**src/rtl/carp_pkg.sv**
```systemverilog
// ----------------------------------------------------------------------------
// carp_pkg
// Shared types, widths, register indexes and saturation helpers for the
// cascaded attitude / rate PI controller.
// ----------------------------------------------------------------------------
package carp_pkg;

    localparam int SIG_W   = 16;      // Q4.12 signal width
    localparam int RI_W    = 24;      // rate integrator width
    localparam int ERR_W   = SIG_W + 1;
    localparam int GAIN_W  = 16;
    localparam int CFG_W   = 48;
    localparam int MA_W    = RI_W + 1;
    localparam int MB_W    = GAIN_W + 2;
    localparam int PROD_W  = MA_W + MB_W;
    localparam int WIDE_W  = 54;
    localparam int EX_W    = 35;
    localparam int EX_SPLIT = 17;

    localparam int PI_Q12       = 12868;
    localparam int TWO_PI_Q12   = 25736;
    localparam int ATT_INT_LIM  = 20480;

    localparam logic [15:0] STEP_PERIOD_RST = 16'd66;
    localparam logic [15:0] LOWPASS_RST     = 16'd6554;

    typedef logic signed [WIDE_W-1:0] wide_t;
    typedef logic signed [MA_W-1:0]   mula_t;
    typedef logic signed [MB_W-1:0]   mulb_t;
    typedef logic signed [PROD_W-1:0] prod_t;
    typedef logic signed [ERR_W-1:0]  err_t;
    typedef logic signed [SIG_W-1:0]  sig_t;
    typedef logic signed [RI_W-1:0]   rint_t;

    typedef enum logic [2:0] {
        CFG_ATT_KP     = 3'd0,
        CFG_ATT_KI     = 3'd1,
        CFG_RATE_KP    = 3'd2,
        CFG_RATE_KI    = 3'd3,
        CFG_TRQ_LIM    = 3'd4,
        CFG_STEP       = 3'd5,
        CFG_LOWPASS    = 3'd6
    } cfg_idx_t;

    typedef enum logic [4:0] {
        ST_IDLE,
        ST_WRAP,
        ST_AI_MUL,
        ST_AI_UPD,
        ST_KP_MUL,
        ST_KI_MUL,
        ST_DES,
        ST_RI_MUL,
        ST_RI_UPD,
        ST_RKP_MUL,
        ST_RKI_MUL,
        ST_UCALC,
        ST_EXLO_MUL,
        ST_EXHI_MUL,
        ST_BLEED_ACC,
        ST_BLEED,
        ST_LP_MUL,
        ST_F_UPD,
        ST_DONE
    } state_t;

    function automatic sig_t sat_sig(input wide_t x);
        wide_t hi;
        wide_t lo;
        hi = wide_t'((2 ** (SIG_W - 1)) - 1);
        lo = -hi - wide_t'(1);
        if (x > hi)
            return sig_t'(hi);
        else if (x < lo)
            return sig_t'(lo);
        else
            return sig_t'(x);
    endfunction

    function automatic rint_t sat_ri(input wide_t x);
        wide_t hi;
        wide_t lo;
        hi = wide_t'((2 ** (RI_W - 1)) - 1);
        lo = -hi - wide_t'(1);
        if (x > hi)
            return rint_t'(hi);
        else if (x < lo)
            return rint_t'(lo);
        else
            return rint_t'(x);
    endfunction

    function automatic logic [GAIN_W-1:0] field16(input logic [CFG_W-1:0] r,
                                                  input logic [1:0] axis);
        return r[axis*GAIN_W +: GAIN_W];
    endfunction

endpackage

```
**src/rtl/cascaded_attitude_rate_pid.sv**
```systemverilog
// Each axis takes 16 sequencer steps plus 1 to 4 angle-wrap steps, and one
// step loads the result. A new sample is taken only in idle, once the last
// result has loaded past any output stall; a single 25x18 multiplier is
// shared by all products, walking each axis through in turn.
// Reset clears integrators and filters, sets yaw hold, loads register defaults.
// ----------------------------------------------------------------------------
// cascaded_attitude_rate_pid
// Three-axis cascaded PI attitude / rate controller with back-calculation
// anti-windup and first-order actuator filter, sequenced over one multiplier.
// ----------------------------------------------------------------------------
module cascaded_attitude_rate_pid (
    input  logic                         clk,
    input  logic                         rst_n,
    input  logic                         cfg_wr_en,
    input  logic [2:0]                   cfg_index,
    input  logic [carp_pkg::CFG_W-1:0]   cfg_data,
    input  logic                         in_valid,
    output logic                         in_stall,
    input  logic signed [15:0]           roll_cmd,
    input  logic signed [15:0]           pitch_cmd,
    input  logic signed [15:0]           yaw_cmd,
    input  logic signed [15:0]           yaw_rate_sp,
    input  logic signed [15:0]           roll_angle,
    input  logic signed [15:0]           pitch_angle,
    input  logic signed [15:0]           yaw_angle,
    input  logic signed [15:0]           roll_rate,
    input  logic signed [15:0]           pitch_rate,
    input  logic signed [15:0]           yaw_rate,
    input  logic                         armed,
    output logic                         out_valid,
    input  logic                         out_stall,
    output logic signed [15:0]           torque_x,
    output logic signed [15:0]           torque_y,
    output logic signed [15:0]           torque_z
);

    carp_pkg::state_t state_reg, state_next;

    logic [carp_pkg::CFG_W-1:0] att_kp_reg, att_ki_reg, rate_kp_reg, rate_ki_reg, lim_reg;
    logic [15:0]                step_reg, lpc_reg;

    carp_pkg::sig_t  ai_reg   [3];
    carp_pkg::rint_t ri_reg   [3];
    carp_pkg::sig_t  f_reg    [3];
    carp_pkg::err_t  err_reg  [3];
    carp_pkg::sig_t  rate_reg [3];
    carp_pkg::sig_t  tq_reg   [3];
    logic            hold_reg;
    carp_pkg::sig_t  yrc_reg;
    logic            armed_reg;
    logic [1:0]      axis_reg;

    carp_pkg::sig_t  re_reg, uc_reg;
    logic signed [carp_pkg::EX_W-1:0] ex_reg;
    carp_pkg::wide_t acc_reg;
    carp_pkg::prod_t prod_reg;
    logic            out_valid_reg;
    carp_pkg::sig_t  tx_reg, ty_reg, tz_reg;

    carp_pkg::mula_t mul_a;
    carp_pkg::mulb_t mul_b;

    // per-axis working values
    carp_pkg::err_t  e_cur;
    carp_pkg::wide_t prod_w, rnd16, dt_w;
    carp_pkg::wide_t lim_w, p_sum, p_rnd8, ai_sum, u_cl, des_w, f_sum, f_cl;
    carp_pkg::sig_t  ai_new, des, re_new, uc_new, f_new;
    carp_pkg::rint_t ri_add, ri_bleed;
    logic            wrap_hi, wrap_lo, integ, in_acc, out_load;
    logic [15:0]     kp_f, ki_f, rkp_f, rki_f, lim_f;

    assign in_stall  = (state_reg != carp_pkg::ST_IDLE);
    assign in_acc    = in_valid && !in_stall;
    assign out_valid = out_valid_reg;
    assign torque_x  = tx_reg;
    assign torque_y  = ty_reg;
    assign torque_z  = tz_reg;
    assign out_load  = (state_reg == carp_pkg::ST_DONE) && (!out_valid_reg || !out_stall);

    assign kp_f  = carp_pkg::field16(att_kp_reg, axis_reg);
    assign ki_f  = carp_pkg::field16(att_ki_reg, axis_reg);
    assign rkp_f = carp_pkg::field16(rate_kp_reg, axis_reg);
    assign rki_f = carp_pkg::field16(rate_ki_reg, axis_reg);
    assign lim_f = carp_pkg::field16(lim_reg, axis_reg);

    // ---------------- next state ----------------
    always_comb
    begin
        state_next = state_reg;
        unique case (state_reg)
            carp_pkg::ST_IDLE:      if (in_acc) state_next = carp_pkg::ST_WRAP;
            carp_pkg::ST_WRAP:      if (!wrap_hi && !wrap_lo) state_next = carp_pkg::ST_AI_MUL;
            carp_pkg::ST_AI_MUL:    state_next = carp_pkg::ST_AI_UPD;
            carp_pkg::ST_AI_UPD:    state_next = carp_pkg::ST_KP_MUL;
            carp_pkg::ST_KP_MUL:    state_next = carp_pkg::ST_KI_MUL;
            carp_pkg::ST_KI_MUL:    state_next = carp_pkg::ST_DES;
            carp_pkg::ST_DES:       state_next = carp_pkg::ST_RI_MUL;
            carp_pkg::ST_RI_MUL:    state_next = carp_pkg::ST_RI_UPD;
            carp_pkg::ST_RI_UPD:    state_next = carp_pkg::ST_RKP_MUL;
            carp_pkg::ST_RKP_MUL:   state_next = carp_pkg::ST_RKI_MUL;
            carp_pkg::ST_RKI_MUL:   state_next = carp_pkg::ST_UCALC;
            carp_pkg::ST_UCALC:     state_next = carp_pkg::ST_EXLO_MUL;
            carp_pkg::ST_EXLO_MUL:  state_next = carp_pkg::ST_EXHI_MUL;
            carp_pkg::ST_EXHI_MUL:  state_next = carp_pkg::ST_BLEED_ACC;
            carp_pkg::ST_BLEED_ACC: state_next = carp_pkg::ST_BLEED;
            carp_pkg::ST_BLEED:     state_next = carp_pkg::ST_LP_MUL;
            carp_pkg::ST_LP_MUL:    state_next = carp_pkg::ST_F_UPD;
            carp_pkg::ST_F_UPD:
                state_next = (axis_reg == 2'd2) ? carp_pkg::ST_DONE : carp_pkg::ST_WRAP;
            carp_pkg::ST_DONE:      if (out_load) state_next = carp_pkg::ST_IDLE;
            default:                state_next = carp_pkg::ST_IDLE;
        endcase
    end

    // ---------------- multiplier operand select ----------------
    always_comb
    begin
        mul_a = '0;
        mul_b = '0;
        unique case (state_reg)
            carp_pkg::ST_AI_MUL:
            begin
                mul_a = carp_pkg::mula_t'(e_cur);
                mul_b = $signed({2'b00, step_reg});
            end
            carp_pkg::ST_KP_MUL:
            begin
                mul_a = carp_pkg::mula_t'(e_cur);
                mul_b = $signed({2'b00, kp_f});
            end
            carp_pkg::ST_KI_MUL:
            begin
                mul_a = carp_pkg::mula_t'(ai_reg[axis_reg]);
                mul_b = $signed({2'b00, ki_f});
            end
            carp_pkg::ST_RI_MUL:
            begin
                mul_a = carp_pkg::mula_t'(re_reg);
                mul_b = $signed({2'b00, step_reg});
            end
            carp_pkg::ST_RKP_MUL:
            begin
                mul_a = carp_pkg::mula_t'(re_reg);
                mul_b = $signed({2'b00, rkp_f});
            end
            carp_pkg::ST_RKI_MUL:
            begin
                mul_a = carp_pkg::mula_t'(ri_reg[axis_reg]);
                mul_b = $signed({2'b00, rki_f});
            end
            carp_pkg::ST_EXLO_MUL:
            begin
                mul_a = $signed({{(carp_pkg::MA_W - carp_pkg::EX_SPLIT){1'b0}},
                                 ex_reg[carp_pkg::EX_SPLIT-1:0]});
                mul_b = $signed({1'b0, step_reg, 1'b0});
            end
            carp_pkg::ST_EXHI_MUL:
            begin
                mul_a = carp_pkg::mula_t'($signed(ex_reg[carp_pkg::EX_W-1:carp_pkg::EX_SPLIT]));
                mul_b = $signed({1'b0, step_reg, 1'b0});
            end
            carp_pkg::ST_LP_MUL:
            begin
                mul_a = carp_pkg::mula_t'(carp_pkg::wide_t'(uc_reg)
                                          - carp_pkg::wide_t'(f_reg[axis_reg]));
                mul_b = $signed({2'b00, lpc_reg});
            end
            default:
            begin
                mul_a = '0;
                mul_b = '0;
            end
        endcase
    end

    // ---------------- datapath arithmetic ----------------
    always_comb
    begin
        e_cur   = err_reg[axis_reg];
        wrap_hi = (e_cur > carp_pkg::err_t'(carp_pkg::PI_Q12));
        wrap_lo = (e_cur <= -carp_pkg::err_t'(carp_pkg::PI_Q12));
        prod_w  = carp_pkg::wide_t'(prod_reg);
        dt_w    = carp_pkg::wide_t'(step_reg);
        rnd16   = (prod_w + carp_pkg::wide_t'(32768)) >>> 16;
        lim_w   = carp_pkg::wide_t'(lim_f);

        // attitude integrator, clamped to +/-5.0
        integ  = armed_reg && !((axis_reg == 2'd2) && (yrc_reg != '0));
        ai_sum = carp_pkg::wide_t'(ai_reg[axis_reg]) + (integ ? rnd16 : '0);
        if (ai_sum > carp_pkg::wide_t'(carp_pkg::ATT_INT_LIM))
            ai_sum = carp_pkg::wide_t'(carp_pkg::ATT_INT_LIM);
        else if (ai_sum < -carp_pkg::wide_t'(carp_pkg::ATT_INT_LIM))
            ai_sum = -carp_pkg::wide_t'(carp_pkg::ATT_INT_LIM);
        ai_new = carp_pkg::sig_t'(ai_sum);

        // shared PI sum for both loops: acc holds the kp term
        p_sum  = acc_reg + prod_w;
        p_rnd8 = (p_sum + carp_pkg::wide_t'(128)) >>> 8;

        des = carp_pkg::sat_sig(p_rnd8);
        if (axis_reg == 2'd2 && yrc_reg != '0)
            des = yrc_reg;
        else if (axis_reg == 2'd2 && hold_reg)
            des = rate_reg[2];
        des_w  = carp_pkg::wide_t'(des) - carp_pkg::wide_t'(rate_reg[axis_reg]);
        re_new = carp_pkg::sat_sig(des_w);

        ri_add = carp_pkg::sat_ri(carp_pkg::wide_t'(ri_reg[axis_reg]) + rnd16);

        u_cl = p_rnd8;
        if (u_cl > lim_w)
            u_cl = lim_w;
        else if (u_cl < -lim_w)
            u_cl = -lim_w;
        uc_new = carp_pkg::sat_sig(u_cl);

        // acc holds 2*excess*dt after the split multiply
        ri_bleed = carp_pkg::sat_ri(carp_pkg::wide_t'(ri_reg[axis_reg])
                   - ((acc_reg + carp_pkg::wide_t'(32768)) >>> 16));

        f_sum = carp_pkg::wide_t'(f_reg[axis_reg]) + rnd16;
        f_new = carp_pkg::sat_sig(f_sum);
        f_cl  = carp_pkg::wide_t'(f_new);
        if (f_cl > lim_w)
            f_cl = lim_w;
        else if (f_cl < -lim_w)
            f_cl = -lim_w;
        // zero step period freezes the bleed
        if (dt_w == '0)
            ri_bleed = ri_reg[axis_reg];
    end

    // ---------------- control registers ----------------
    always_ff @(posedge clk or negedge rst_n)
    begin
        if (!rst_n)
        begin
            state_reg     <= carp_pkg::ST_IDLE;
            axis_reg      <= 2'd0;
            out_valid_reg <= 1'b0;
            hold_reg      <= 1'b1;
            att_kp_reg    <= '0;
            att_ki_reg    <= '0;
            rate_kp_reg   <= '0;
            rate_ki_reg   <= '0;
            lim_reg       <= '0;
            step_reg      <= carp_pkg::STEP_PERIOD_RST;
            lpc_reg       <= carp_pkg::LOWPASS_RST;
            for (int i = 0; i < 3; i++)
            begin
                ai_reg[i] <= '0;
                ri_reg[i] <= '0;
                f_reg[i]  <= '0;
            end
        end
        else
        begin
            state_reg <= state_next;

            if (cfg_wr_en)
            begin
                unique case (cfg_index)
                    carp_pkg::CFG_ATT_KP:  att_kp_reg  <= cfg_data;
                    carp_pkg::CFG_ATT_KI:  att_ki_reg  <= cfg_data;
                    carp_pkg::CFG_RATE_KP: rate_kp_reg <= cfg_data;
                    carp_pkg::CFG_RATE_KI: rate_ki_reg <= cfg_data;
                    carp_pkg::CFG_TRQ_LIM: lim_reg     <= cfg_data;
                    carp_pkg::CFG_STEP:    step_reg    <= cfg_data[15:0];
                    carp_pkg::CFG_LOWPASS: lpc_reg     <= cfg_data[15:0];
                    default: ;
                endcase
            end

            if (in_acc)
            begin
                axis_reg <= 2'd0;
                if (yaw_rate_sp != '0)
                    hold_reg <= 1'b0;
            end

            if (out_load)
                out_valid_reg <= 1'b1;
            else if (out_valid_reg && !out_stall)
                out_valid_reg <= 1'b0;

            unique case (state_reg)
                carp_pkg::ST_AI_UPD: ai_reg[axis_reg] <= ai_new;
                carp_pkg::ST_RI_UPD: ri_reg[axis_reg] <= ri_add;
                carp_pkg::ST_BLEED:  ri_reg[axis_reg] <= ri_bleed;
                carp_pkg::ST_F_UPD:
                begin
                    f_reg[axis_reg] <= f_new;
                    if (axis_reg != 2'd2)
                        axis_reg <= axis_reg + 2'd1;
                end
                default: ;
            endcase
        end
    end

    // ---------------- payload registers ----------------
    always_ff @(posedge clk)
    begin
        prod_reg <= mul_a * mul_b;

        if (in_acc)
        begin
            err_reg[0]  <= carp_pkg::err_t'(roll_cmd) - carp_pkg::err_t'(roll_angle);
            err_reg[1]  <= carp_pkg::err_t'(pitch_cmd) - carp_pkg::err_t'(pitch_angle);
            err_reg[2]  <= carp_pkg::err_t'(yaw_cmd) - carp_pkg::err_t'(yaw_angle);
            rate_reg[0] <= roll_rate;
            rate_reg[1] <= pitch_rate;
            rate_reg[2] <= yaw_rate;
            yrc_reg     <= yaw_rate_sp;
            armed_reg   <= armed;
        end

        unique case (state_reg)
            carp_pkg::ST_WRAP:
            begin
                if (wrap_hi)
                    err_reg[axis_reg] <= e_cur - carp_pkg::err_t'(carp_pkg::TWO_PI_Q12);
                else if (wrap_lo)
                    err_reg[axis_reg] <= e_cur + carp_pkg::err_t'(carp_pkg::TWO_PI_Q12);
            end
            carp_pkg::ST_KI_MUL,
            carp_pkg::ST_RKI_MUL,
            carp_pkg::ST_EXHI_MUL: acc_reg <= prod_w;
            carp_pkg::ST_BLEED_ACC: acc_reg <= acc_reg + (prod_w <<< carp_pkg::EX_SPLIT);
            carp_pkg::ST_DES:      re_reg  <= re_new;
            carp_pkg::ST_UCALC:
            begin
                uc_reg <= uc_new;
                ex_reg <= carp_pkg::EX_W'(p_rnd8 - carp_pkg::wide_t'(uc_new));
            end
            carp_pkg::ST_F_UPD:    tq_reg[axis_reg] <= carp_pkg::sig_t'(f_cl);
            default: ;
        endcase

        if (out_load)
        begin
            tx_reg <= tq_reg[0];
            ty_reg <= tq_reg[1];
            tz_reg <= tq_reg[2];
        end
    end

    // ---------------- assertions ----------------
    a_axis_range: assert property (@(posedge clk) disable iff (!rst_n)
        axis_reg != 2'd3)
        else $error("axis counter out of range");

    a_att_int_bound: assert property (@(posedge clk) disable iff (!rst_n)
        (ai_reg[0] <= 16'sd20480) && (ai_reg[0] >= -16'sd20480) &&
        (ai_reg[1] <= 16'sd20480) && (ai_reg[1] >= -16'sd20480) &&
        (ai_reg[2] <= 16'sd20480) && (ai_reg[2] >= -16'sd20480))
        else $error("attitude integrator beyond clamp");

    a_busy_stall: assert property (@(posedge clk) disable iff (!rst_n)
        (state_reg != carp_pkg::ST_IDLE) |-> in_stall)
        else $error("input taken while busy");

    a_out_drain: assert property (@(posedge clk) disable iff (!rst_n)
        (out_valid && !out_stall && state_reg != carp_pkg::ST_DONE) |=> !out_valid)
        else $error("result beat repeated");

    a_hold_sticky: assert property (@(posedge clk) disable iff (!rst_n)
        !hold_reg |=> !hold_reg)
        else $error("yaw hold set again without reset");

endmodule
```
**config.mk**
```make
export PLATFORM = sky130hd
export DESIGN_NAME = cascaded_attitude_rate_pid
export DESIGN_NICKNAME = d
export VERILOG_FILES = /design/src/rtl/carp_pkg.sv /design/src/rtl/cascaded_attitude_rate_pid.sv
export SDC_FILE = /design/constraint.sdc
export NUM_CORES = 2
export LEC_CHECK = 0
export BUFFER_PORTS_ARGS = -buffer_cell sky130_fd_sc_hd__buf_2
export CORE_MARGIN = 2
export CORE_UTILIZATION = 34
export DETAILED_ROUTE_END_ITERATION = 16
export PLACE_DENSITY_LB_ADDON = 0.3
export SYNTH_ARGS = -nofsm -noshare
export SYNTH_HDL_FRONTEND = slang
export SYNTH_SLANG_ARGS = --single-unit
```
**constraint.sdc**
```tcl
create_clock -name clk -period 15.2 [get_ports clk]
set_clock_uncertainty 0.2 [all_clocks]
set_input_delay 1.52 -clock clk [delete_from_list [all_inputs] [get_ports clk]]
set_output_delay 1.52 -clock clk [all_outputs]
set_load 0.005 [all_outputs]
```
# --- Word level (Yosys, flattened, before mapping) ---
# Memory sizes are Yosys's and may differ from the RTL's. A register that Yosys moved wholly into a read port is not among the register bits.
# Cells that the tools add are included.
totals:
  register_bits: 630
  ramBits: 147
  input_bits: 217
  output_inout_bits: 50
  elab_cells: 214
  mem_count: 3
classes:
  addsub: 19
  mul: 1
  order_cmp: 22
  n_eq_ne: 29
  shift: 5
  n_mux: 67
  n_bitwise: 2
  reduce_logical: 39
memory_table:
  columns: ["memory", "depth", "word_bits", "rd", "rd_ports_with_merged_regs", "write_ports", "line", "text"]
  rows:
  - ["err_reg", 3, 17, 1, 0, 3, "cascaded_attitude_rate_pid.sv:45", "carp_pkg::err_t err_reg [3];"]
  - ["rate_reg", 3, 16, 2, 0, 3, "cascaded_attitude_rate_pid.sv:46", "carp_pkg::sig_t rate_reg [3];"]
  - ["tq_reg", 3, 16, 3, 3, 1, "cascaded_attitude_rate_pid.sv:47", "carp_pkg::sig_t tq_reg [3];"]
ops:
  columns: ["op", "count"]
  rows:
  - ["$mux W16", 18]
  - ["$shiftx A48 B7 Y16", 5]
  - ["$mux W24", 8]
  - ["$pmux W25 S7", 1]
  - ["$mux W54", 3]
  - ["$bwmux W72", 2]
  - ["$pmux W72 S2", 1]
  - ["$pmux W17 S7", 1]
  - ["$add A54 B54 Y54", 2]
  - ["$gt A54 B16 Y1 const B", 2]
  - ["$lt A54 B16 Y1 const B", 2]
  - ["$pmux W54 S2", 1]
  - ["$bwmux W48", 2]
  - ["$pmux W5 S19", 1]
  - ["$sub A16 B16 Y17", 5]
  - ["$bmux W16 S2", 2]
  - ["$add A54 B17 Y54 const B", 1]
  - ["$add A54 B43 Y54", 1]
  - ["$add A54 B9 Y54 const B", 1]
  - ["$lt A16 B54 Y1", 1]
  - ["$lt A46 B54 Y1", 1]
  - ["$neg A16 Y54", 1]
  - ["$bmux W24 S2", 1]
  - ["$demux W24 S2", 1]
  - ["other kinds (56)", 120]

# --- Depth between registers and ports, before layout ---
depth:
  depth_word: 11
  depth_mapped: 54
  mapped_depth_nobuf: 46

# --- Worst setup path after synthesis ---
# Ideal clock, no wire load.
synth_path:
  path_type: "register -> register"
  from: "register axis_reg[1]"
  to: "register prod_reg[42]"
  setup_time_ns: 0.121
  arrival_ns: 13.120
  required_ns: 14.879
  path_slack_ns: 1.759
  path_stages_with_launch: 51
  path_buffers: 9
  period_less_slack_ns: 13.441
  path_cell_list: "dfrtp_1 > buf_4 > buf_2 > buf_2 > buf_1 > buf_2 > buf_2 > buf_1 > clkbuf_1 > buf_1 > mux2i_1 > nor2_1 > a21oi_1 > ha_1 > nor2b_1 > o21ai_0 > a21boi_0 > o21ai_0 > (+15 left out) > fa_1 > inv_1 > fa_1 > inv_1 > fa_1 > ha_1 > a21o_1 > or4b_2 > nor3_1 > a211o_1 > a21oi_1 > o31ai_1 > nor2_1 > a2111oi_0 > o21ai_0 > a21oi_1 > o21ai_0 > xnor2_1"
synth_between:
  elab_chain_len: 7
  word_cells_on_any_way: 19
  classes_between: "1 x add/sub; 1 x mul; 4 x shift; 11 x mux; 1 x bitwise; 1 x memory"
synth_rtl:
  columns: ["item", "line", "text"]
  rows:
  - ["from (decl)", "cascaded_attitude_rate_pid.sv:51", "logic [1:0] axis_reg;"]
  - ["from (signal assigned)", "cascaded_attitude_rate_pid.sv:294", "axis_reg <= axis_reg + 2'd1;"]
  - ["$not A2 Y3 (not written as such)", "cascaded_attitude_rate_pid.sv:133, cascaded_attitude_rate_pid.sv:148, cascaded_attitude_rate_pid.sv:165", null]
  - ["$bmux W16 S2", "cascaded_attitude_rate_pid.sv:165", "- carp_pkg::wide_t'(f_reg[axis_reg]));"]
  - ["$mux W16 (not written as such) (2 in a row)", "cascaded_attitude_rate_pid.sv:165", null]
  - ["$sub A16 B16 Y17", "cascaded_attitude_rate_pid.sv:165", null]
  - ["$pmux W25 S7", "cascaded_attitude_rate_pid.sv:120", "unique case (state_reg)"]
  - ["$mul A25 B18 Y43 *", "cascaded_attitude_rate_pid.sv:304", "prod_reg <= mul_a * mul_b;"]
  - ["to (signal assigned)", "cascaded_attitude_rate_pid.sv:304", null]
  - ["to (decl)", "cascaded_attitude_rate_pid.sv:56", "carp_pkg::prod_t prod_reg;"]
# Mark *: on every way between the ends. The rest lies on a longest branch, timed or not. The select of a mux whose other input is x is not followed.
# A chain may end at the register's enable or synchronous reset.

# --- Final worst setup path ---
# Ends and elaborated chain as after synthesis.

==> results.tsv <==
stage	metric	value	unit
final_layout	Total Nets Final	9041	
worst_setup_path	startpoint types	flop	
drt	ANT nets after route	0	
sta	Slew Viols, Final	0	
synthesis	sequential area share after synthesis	31.5	%
final_layout	flip-flop count of the largest register, all copies and words added	72	
floorplanning	Die ar.	0.215	mm²
floorplanning	core area	0.210	mm²
synthesis	share of async-settable or async-resettable flops after synthesis	53.3	%
synthesis	count of yosys warnings during synthesis	0	
worst_setup_path	worst-case reg-to-reg path depth	40	
worst_setup_path	data arrival time of the critical path	13180	ps
global_routing	global-route wire length before repair	390000	µm
floorplanning	height of the die	464	µm
placement	Port Buffers	266	
drt	DR DRC count	0	
min_path	class of the tightest hold or removal check	flop to flop	
sta	setup repair after global routing missed its margin	no	
worst_setup_path	R2R setup slack	2440	ps
synthesis	Synth cell types	104	
drt	count of routing violations after the opening detailed-route iteration	6593	
global_routing	number of antenna violations at the first check in global routing	25	
min_path	Hold Crit Endpoint	torque_z[9]	
global_routing	vias in the first global route	59484	
run	max_cap viols	0	
drt	overall via count from detail_route	60229	
sta	fin worst setup slack	2440	ps
synthesis	number of enable flip-flop cells after synthesis	350	
clocking	number of H-tree levels	3	
worst_setup_path	kind of capture point of the worst setup path	flop	
clocking	clock tree from TritonCTS	done	
worst_setup_path	largest incremental delay on the critical path	1030	ps
clocking	post_cts resized	0	
floorplanning	IO Count	267	
final_layout	fraction of layout instances using a drive strength above 1	13.2	%
synthesis	Synth Area per Inst	9.47	µm²
drt	DRT Pass-1 Iters	7	
global_routing	Global Route Usage Sum	24.0	%
worst_setup_path	cell with the largest stage delay on the worst path	dfrtp_4	
clocking	CTS buffer count	99	
sta	worst relative slew slack	6.65	%
drt	Routed WL per cell	24.8	µm
drt	number of vias per cell	5.63	
final_layout	Synth-to-Final Area Change	12.1	%
clocking	total of hold buffers inserted after clock tree synthesis	0	
clocking	maximum buffer depth of the clock tree	3	
clocking	clock transition at the register clock pins on the worst setup and hold paths after CTS	60	ps
min_path	startpoint of the worst hold path	tq_reg[2][9]	
worst_setup_path	worst reg2reg path endpoint	prod_reg[42]	
floorplanning	initial standard-cell utilization of the core	34.2	%
sta	final setup violation count	0	
synthesis	flip-flop and latch count after synthesis	842	
worst_setup_path	startpoint of the lowest-slack register-to-register path	axis_reg[1]	
clocking	count of buffers added by post-CTS timing repair for setup	0	
sta	actual transition at the worst max-transition pin	1390	ps
final_layout	highest-count cells in the layout ignoring fill and taps	788 x nand2_1, 715 x inv_1, 605 x ha_1	
final_layout	leading cell type in the layout, fill and taps excluded	nand2_1	
status	status	finished, final reports clean	
min_path	cell count of the worst hold path	0	
clocking	Clock Root Buffer	clkbuf_16	
placement	global placer's final weighted congestion	1.02	
sta	post-layout minimum cycle time	12760	ps
floorplanning	number of core rows	168	
placement	estimated wirelength of the detail-placed design	207000	µm
synthesis	post-synth net total	8818	
synthesis	Synth Cell Area	0.0718	mm²
worst_setup_path	required arrival time at the worst endpoint	15620	ps
sta	Hold Fails Final Rpt	0	
clocking	Clock Latency Late Sink	800	ps
sta	Max Freq	78.3	MHz
synthesis	cells after synthesis	7579	
placement	post-placement setup slack	2630	ps
drt	aggregate routed wire length	265000	µm
global_routing	gr ovfl total	0	
worst_setup_path	start-to-end type of the worst setup path	flop to flop	
global_routing	maximum number of pins on one net before global-route repair	111	
floorplanning	horizontal die dimension	464	µm
worst_setup_path	maximum fanout encountered on the critical timing path	110	
synthesis	most used flip-flop cell after synthesis	dfrtp_1	
clocking	TritonCTS sink count	842	
sta	post-route setup TNS	0	ps
sta	share of the cycle needed by the critical path after routing	84.0	%
worst max path at each step:
| stage | start | to | slack, ps | cells past startpoint |
|---|---|---|---|---|
| floorplan | axis_reg[1] | prod_reg[42] | 1760 | 50 |
| global placement | axis_reg[1] | prod_reg[42] | 2710 | 42 |
| detailed placement | axis_reg[0] | prod_reg[42] | 2630 | 42 |
| CTS | axis_reg[1] | prod_reg[42] | 2630 | 40 |
| global route | axis_reg[1] | prod_reg[42] | 1570 | 39 |
| finish | axis_reg[1] | prod_reg[42] | 2440 | 40 |
routing by layer:
| layer | track usage, % | up-vias | share of wire [%] |
|---|---|---|---|
| met5 | 0 | - | 0.043 |
| met4 | 8.63 | 16 | 4.0 |
| met3 | 3.95 | 423 | 8.0 |
| met2 | 37.5 | 2522 | 44 |
| met1 | 33.5 | 30109 | 44 |
| li1 | - | 27159 | - |
cell type report:
type,count,area (µm²)
multi-input cells,5729,45800
clock inverters,58,706
fillers,21081,129000
diodes,5,12.5
clock buffers,127,2730
well taps,2805,3510
repair buffers,412,2450
inverters,718,2700
flip-flops and latches,842,22600
cell usage after synthesis (all sizes together), types with 107 or more instances:
library cell | n | share of area, %
nand2 | 791 | 4.1
clkbuf | 234 | 1.2
nand3 | 133 | 0.94
a21oi | 546 | 3.8
ha | 605 | 11
mux2i | 107 | 1.5
nor2 | 556 | 2.9
xnor2 | 237 | 2.9
o21ai | 376 | 2.6
fa | 417 | 12
edfxtp | 350 | 15
dfrtp | 439 | 15
a21o | 151 | 1.6
mux2 | 296 | 4.6
xor2 | 124 | 1.5
inv | 718 | 3.8
per-stage QoR:
stage,utilization (%),cell area (µm²),hold WS (ps),instances
global route,38.4,80500,135,10692
global placement,36.7,77000,202,10506
CTS,38.4,80500,125,10691
floorplan,-,71800,200,7579
detailed placement,36.7,77000,205,10506
finish,38.4,80500,122,10696
critical path, delay by kind of cell (launching register included):
kind | cells | cell delay, ps
buffers and inverters | 4 | 700
adders and majority gates | 8 | 3680
AOI/OAI and AO/OA | 19 | 5010
DFF | 1 | 1030
and+or+nand+nor | 6 | 1320
xor gates and xnor gates | 2 | 340
muxes | 1 | 260
cell families (layout without fill, tap and decap cells):
family / count (synthesis) / in the layout / synth area share, %
compound gates: 1816 / 1816 / 16.2
xor+xnor: 361 / 361 / 4.41
fa+ha+maj: 1024 / 1024 / 22.2
buf+inv: 1008 / 1315 / 5.39
flops: 842 / 842 / 31.5
mux: 420 / 420 / 6.67
other cells: 0 / 5 / 0
simple gates: 2108 / 2108 / 13.6
Power is left out: the tool's default activity adds up to more than one toggle a clock period on the data nets, which glitch-free logic cannot reach.
